--- config.mk ---
export PLATFORM = sky130hd
export DESIGN_NAME = tse_ctrl
export DESIGN_NICKNAME = d
export VERILOG_FILES = /design/src/sv/tse_pkg.sv /design/src/sv/tse_ctrl.sv
export SDC_FILE = /design/constraint.sdc
export NUM_CORES = 1
export LEC_CHECK = 0
export BUFFER_PORTS_ARGS = -buffer_cell sky130_fd_sc_hd__buf_4
export CORE_AREA = 2 2 39 41
export CTS_CLUSTER_SIZE = 24
export DETAILED_ROUTE_END_ITERATION = 6
export DIE_AREA = 0 0 41 43
export GPL_ROUTABILITY_DRIVEN = 0
export GPL_TIMING_DRIVEN = 0
export HOLD_SLACK_MARGIN = 0.12
export MAX_ROUTING_LAYER = met4
export PLACE_DENSITY = 0.38
export SLEW_MARGIN = 20
export SYNTH_ARGS = -nofsm -noshare
export SYNTH_HDL_FRONTEND = slang
export SYNTH_SLANG_ARGS = --single-unit
--- constraint.sdc ---
create_clock -name clk -period 1.86 [get_ports clk]
set_clock_uncertainty 0.15 [all_clocks]
set_input_delay 0.279 -clock clk [delete_from_list [all_inputs] [get_ports clk]]
set_output_delay 0.279 -clock clk [all_outputs]
set_load 0.05 [all_outputs]
--- src/sv/tse_pkg.sv ---
// Shared types and byte-class constants for the text statistics engine.
package tse_pkg;

  localparam logic [7:0] CH_NUL    = 8'h00;
  localparam logic [7:0] CH_TAB    = 8'h09;
  localparam logic [7:0] CH_NL     = 8'h0A;
  localparam logic [7:0] CH_SPACE  = 8'h20;
  localparam logic [7:0] CH_BANG   = 8'h21;
  localparam logic [7:0] CH_DQUOTE = 8'h22;
  localparam logic [7:0] CH_APOS   = 8'h27;
  localparam logic [7:0] CH_LPAR   = 8'h28;
  localparam logic [7:0] CH_RPAR   = 8'h29;
  localparam logic [7:0] CH_COMMA  = 8'h2C;
  localparam logic [7:0] CH_PERIOD = 8'h2E;
  localparam logic [7:0] CH_SLASH  = 8'h2F;
  localparam logic [7:0] CH_COLON  = 8'h3A;
  localparam logic [7:0] CH_SEMI   = 8'h3B;
  localparam logic [7:0] CH_QMARK  = 8'h3F;

  localparam logic KIND_TEXT = 1'b0;
  localparam logic KIND_END  = 1'b1;

  typedef struct packed {
    logic capture;
    logic hist_upd;
    logic walk_first;
    logic walk_next;
    logic finish;
  } cmd_t;

  typedef struct packed {
    logic need_commit;
    logic dict_empty;
    logic match;
    logic last_slot;
    logic out_free;
  } sts_t;

  function automatic logic is_delim(input logic [7:0] c);
    return c == CH_SPACE || c == CH_TAB || c == CH_NL || c == CH_COMMA ||
           c == CH_PERIOD || c == CH_SEMI || c == CH_COLON || c == CH_LPAR ||
           c == CH_RPAR || c == CH_SLASH || c == CH_APOS || c == CH_DQUOTE ||
           c == CH_NUL;
  endfunction

  function automatic logic is_space(input logic [7:0] c);
    return c == CH_SPACE || c == CH_TAB || c == CH_NL;
  endfunction

endpackage

--- src/sv/tse_ctrl.sv ---
// Control sequencer: capture, histogram update, dictionary walk, result.
module tse_ctrl import tse_pkg::*; (
  input  logic clk,
  input  logic rst,
  input  logic in_valid,
  output logic in_stall,
  input  sts_t sts,
  output cmd_t cmd
);

  localparam logic [1:0] S_IDLE = 2'd0;
  localparam logic [1:0] S_HIST = 2'd1;
  localparam logic [1:0] S_WALK = 2'd2;
  localparam logic [1:0] S_FIN  = 2'd3;

  logic [1:0] state;
  logic [1:0] state_next;

  always_comb begin
    state_next = state;
    cmd = '0;
    case (state)
      S_IDLE: begin
        if (in_valid) begin
          cmd.capture = 1'b1;
          state_next = S_HIST;
        end
      end
      S_HIST: begin
        cmd.hist_upd = 1'b1;
        if (sts.need_commit && !sts.dict_empty) begin
          cmd.walk_first = 1'b1;
          state_next = S_WALK;
        end else begin
          state_next = S_FIN;
        end
      end
      S_WALK: begin
        if (sts.match || sts.last_slot) begin
          state_next = S_FIN;
        end else begin
          cmd.walk_next = 1'b1;
        end
      end
      S_FIN: begin
        if (sts.out_free) begin
          cmd.finish = 1'b1;
          state_next = S_IDLE;
        end
      end
      default: state_next = S_IDLE;
    endcase
  end

  always_ff @(posedge clk) begin
    if (rst) begin
      state <= S_IDLE;
    end else begin
      state <= state_next;
    end
  end

  assign in_stall = (state != S_IDLE);

endmodule

==> impl_results.md <==
* Outcome: finished, final reports clean
* Int Pwr at 299.6 uW
* Cell type with the largest total area after synthesis: sky130_fd_sc_hd__ha_1
* CTS HTree Levels at 1
* Mean instance size in the synthesized netlist at 8.566 um^2
* Number of violations reported at the end of detailed-routing iteration 0 at 2
* Sort of element at the start of the critical path: flip-flop
* Initial antenna violation count at 0
* Max cap viols at 0
* Final #Nets at a little under 60
* Combined area of all synthesized cells at roughly 220 um^2
* Leakage power figure at just under 0.0002 uW
* Mapped Cells at 26
* Master of the slowest instance on the critical path: sky130_fd_sc_hd__or4b_1
* Met2 demand-to-capacity share in global routing at 0.1188
* Switching Fraction at 0.5054
* Worst IR Drop VDD at approximately 0.00045 V
* Routed Antenna Nets at 0
* Number of buffer cells added on primary ports at 13
* Placeable core region at between 1000 and 1500 um^2
* Largest net degree at the start of global routing at 6
* Worst path arrival time at about 1.7 ns
* Worst-Skew Late Latency at approximately 0.22 ns
* Seq cells post-synth at 2
* Final number of max-transition violations at 0
* Switching Power at approximately 310 uW
* Estimated wirelength of the detail-placed design at 416.7 um
* Clock tree root buffer cell: sky130_fd_sc_hd__clkbuf_4
* Unique masters post-synth at 16
* Worst-case clock buffer depth at 2
* Die height at between 40 and 50 um
* Number of placed instances with taps included at 55
* Flip-flop count of the largest register after layout at 2
* Post CTS Setup Buffer Count at 0
* Remaining global-route overflow at 0
* Yosys warning count at 0
* Post-layout instance count excluding filler cells at a little under 60
* Final routed DRC violation total at 0
* Register name with the most flops: state
* I/O pin count at 14
* Routing usage on met3 at 0.01571
* Proportion of layout cells with a drive suffix above 1 at 0.5349
* Post-layout min period at 1.725 ns
* Detailed-router iteration count before antenna repair at 2
* Delay of the slowest cell on the worst path at 0.50 ns
* Overall track demand over capacity in global routing at 0.08214
* Largest registers: state (2)
* Final routed wire length divided by cell count at between 9 and 10 um
* Pin slew with the least headroom to its limit at 0.4530 ns
* Pwr/cell area at between 1000 and 1500 nW/um^2
* Grt peak-use layer: met2
* Detailed-route wire length at 534 um
* Maximum achievable frequency at around 580 MHz
* Fraction of power consumed by sequential logic at 0.148
* Cells traversed along the worst timing path: inv_2 > ha_1 > and2b_4 > or4b_1 > a21oi_1
* Number of cell rows at 14
* Overall die area at between 1500 and 2000 um^2
* Crit Path Max Fanout at 4
* Number of vias in the routed layout at about 230
* Initial Util at 0.1609
* Count of final setup violators at 0
* Final clock period utilization by the worst path at 0.9272
* Inserted Clock Buffers at 3
* Clock Sink Count at 2
* Share of the core filled with cells at 0.2929
* Fraction of synthesized cell area taken by the top area cell type at 0.2809
* Clock-pin slew on the worst setup and hold paths at ~0.03 ns
* Required arrival time at the worst endpoint at 1.86 ns
* Vias in the first global route at between 200 and 250
* Worst slew margin at 0.6973
* Via density at a little under 4
* Final-report hold violation count at 0
* Path class of the lowest-slack min-delay path: reg -> reg
* Sequential share of the synthesized area at 0.1798
* Post-Syn Nets at 39
* Setup repair after global routing missed its margin: no
* Capturing element type of the critical path: flip-flop
* Clock share of power at 0.155
* First-pass GRT wire length at 952 um
* Setup Crit Path Kind: reg -> reg
* Diodes inserted at 0
* GR Layer Usage met1 at 0.08946
* TritonCTS clock tree: done
* Largest cells by area after synthesis: sky130_fd_sc_hd__ha_1 (28%), sky130_fd_sc_hd__dfxtp_1 (18%), sky130_fd_sc_hd__inv_1 (6.7%)
* Layout-stage area growth over the synthesis result at 82.02%
* Die outline width at approximately 41 um
* Power share of the combinational group at 0.697
-- power groups by stage --
stage               sequential [uW]  clock, uW  combinational (uW)
CTS                            86.3        101                 401
floorplan                      79.7          0                 301
finish                         89.5       94.0                 422
detailed placement             87.2          0                 397
global placement               87.2          0                 398
global route                   93.5        104                 458
-- cells by family (layout without fill, tap and decap cells) --
| kind of cell | after synthesis | after routing | synth area share |
|---|---|---|---|
| compound gates | 5 | 5 | 0.1573 |
| simple gates | 10 | 10 | 0.3147 |
| buf+inv | 4 | 21 | 0.06740 |
| flops | 2 | 2 | 0.1798 |
| fa+ha+maj | 5 | 5 | 0.2809 |
-- cell usage after synthesis --
library cell,number
sky130_fd_sc_hd__and2b_4,1
sky130_fd_sc_hd__nor3b_1,1
sky130_fd_sc_hd__o32ai_1,1
sky130_fd_sc_hd__nor2_1,1
sky130_fd_sc_hd__nand2b_1,2
sky130_fd_sc_hd__and2_2,1
sky130_fd_sc_hd__a2111oi_0,1
sky130_fd_sc_hd__inv_1,4
sky130_fd_sc_hd__a21oi_1,2
sky130_fd_sc_hd__or3_1,1
sky130_fd_sc_hd__ha_1,5
sky130_fd_sc_hd__o31ai_1,1
sky130_fd_sc_hd__or4b_1,1
sky130_fd_sc_hd__dfxtp_1,2
sky130_fd_sc_hd__and2_1,1
sky130_fd_sc_hd__nor2b_1,1
-- layout make-up --
class                   count  area, um^2
fillers                   162       978.4
well taps                  16       20.02
repair buffers             14       111.4
clock buffers               3       22.52
inverters                   4       15.01
multi-input cells          20       195.2
flip-flops and latches      2       41.29
-- final timing paths --
kind | startpoint | end | slack (ns) | cells past startpoint
min | state[1] | state[1] | 0.36 | 2
min reg2reg | state[1] | state[1] | 0.36 | 2
max | state[0] | state[1] | 0.14 | 5
max reg2reg | state[0] | state[1] | 0.14 | 5
-- critical path, delay by kind of cell (launching register included) --
kind | cells | cell delay (ns)
flip-flops | 1 | 0.39
buffers and inverters | 1 | 0.08
AND/OR/NAND/NOR | 2 | 0.68
AO/OA/AOI/OAI | 1 | 0.13
adder cells (fa/ha/maj) | 1 | 0.22
-- cell usage in the layout (no fill, tap or decap), types with 2 or more instances in the layout --
cell	Yosys	layout
sky130_fd_sc_hd__nand2b_1	2	2
sky130_fd_sc_hd__inv_1	4	3
sky130_fd_sc_hd__clkbuf_4	0	3
sky130_fd_sc_hd__a21oi_1	2	2
sky130_fd_sc_hd__buf_4	0	12
sky130_fd_sc_hd__ha_1	5	5
-- metrics by stage --
stage | setup slack [ns] | total power, uW | hold slack, ns | area (um^2) | TNS (ns)
floorplan | -0.01288 | 380.6 | 0.1981 | 235.2 | -0.01288
global placement | 0.08278 | 485.5 | 0.3065 | 352.8 | 0
detailed placement | 0.08854 | 484.6 | 0.3082 | 352.8 | 0
CTS | 0.02000 | 587.7 | 0.3654 | 385.4 | 0
global route | 0.03825 | 656.0 | 0.3902 | 405.4 | 0
finish | 0.1353 | 605.7 | 0.3556 | 405.4 | 0
-- metal layers --
layer  vias up  routed length, um
met2         6                291
met5         -                  0
met3         0                 29
met4         0                  0
met1       103                213
li1        124                  -
-- repair_timing --
action,4_1_cts,5_1_grt
gates resized for setup,0,6
hold endpoints to repair,1,0
hold buffers,1,0
setup endpoints to repair,0,3
(Power assumes the default switching activity.)
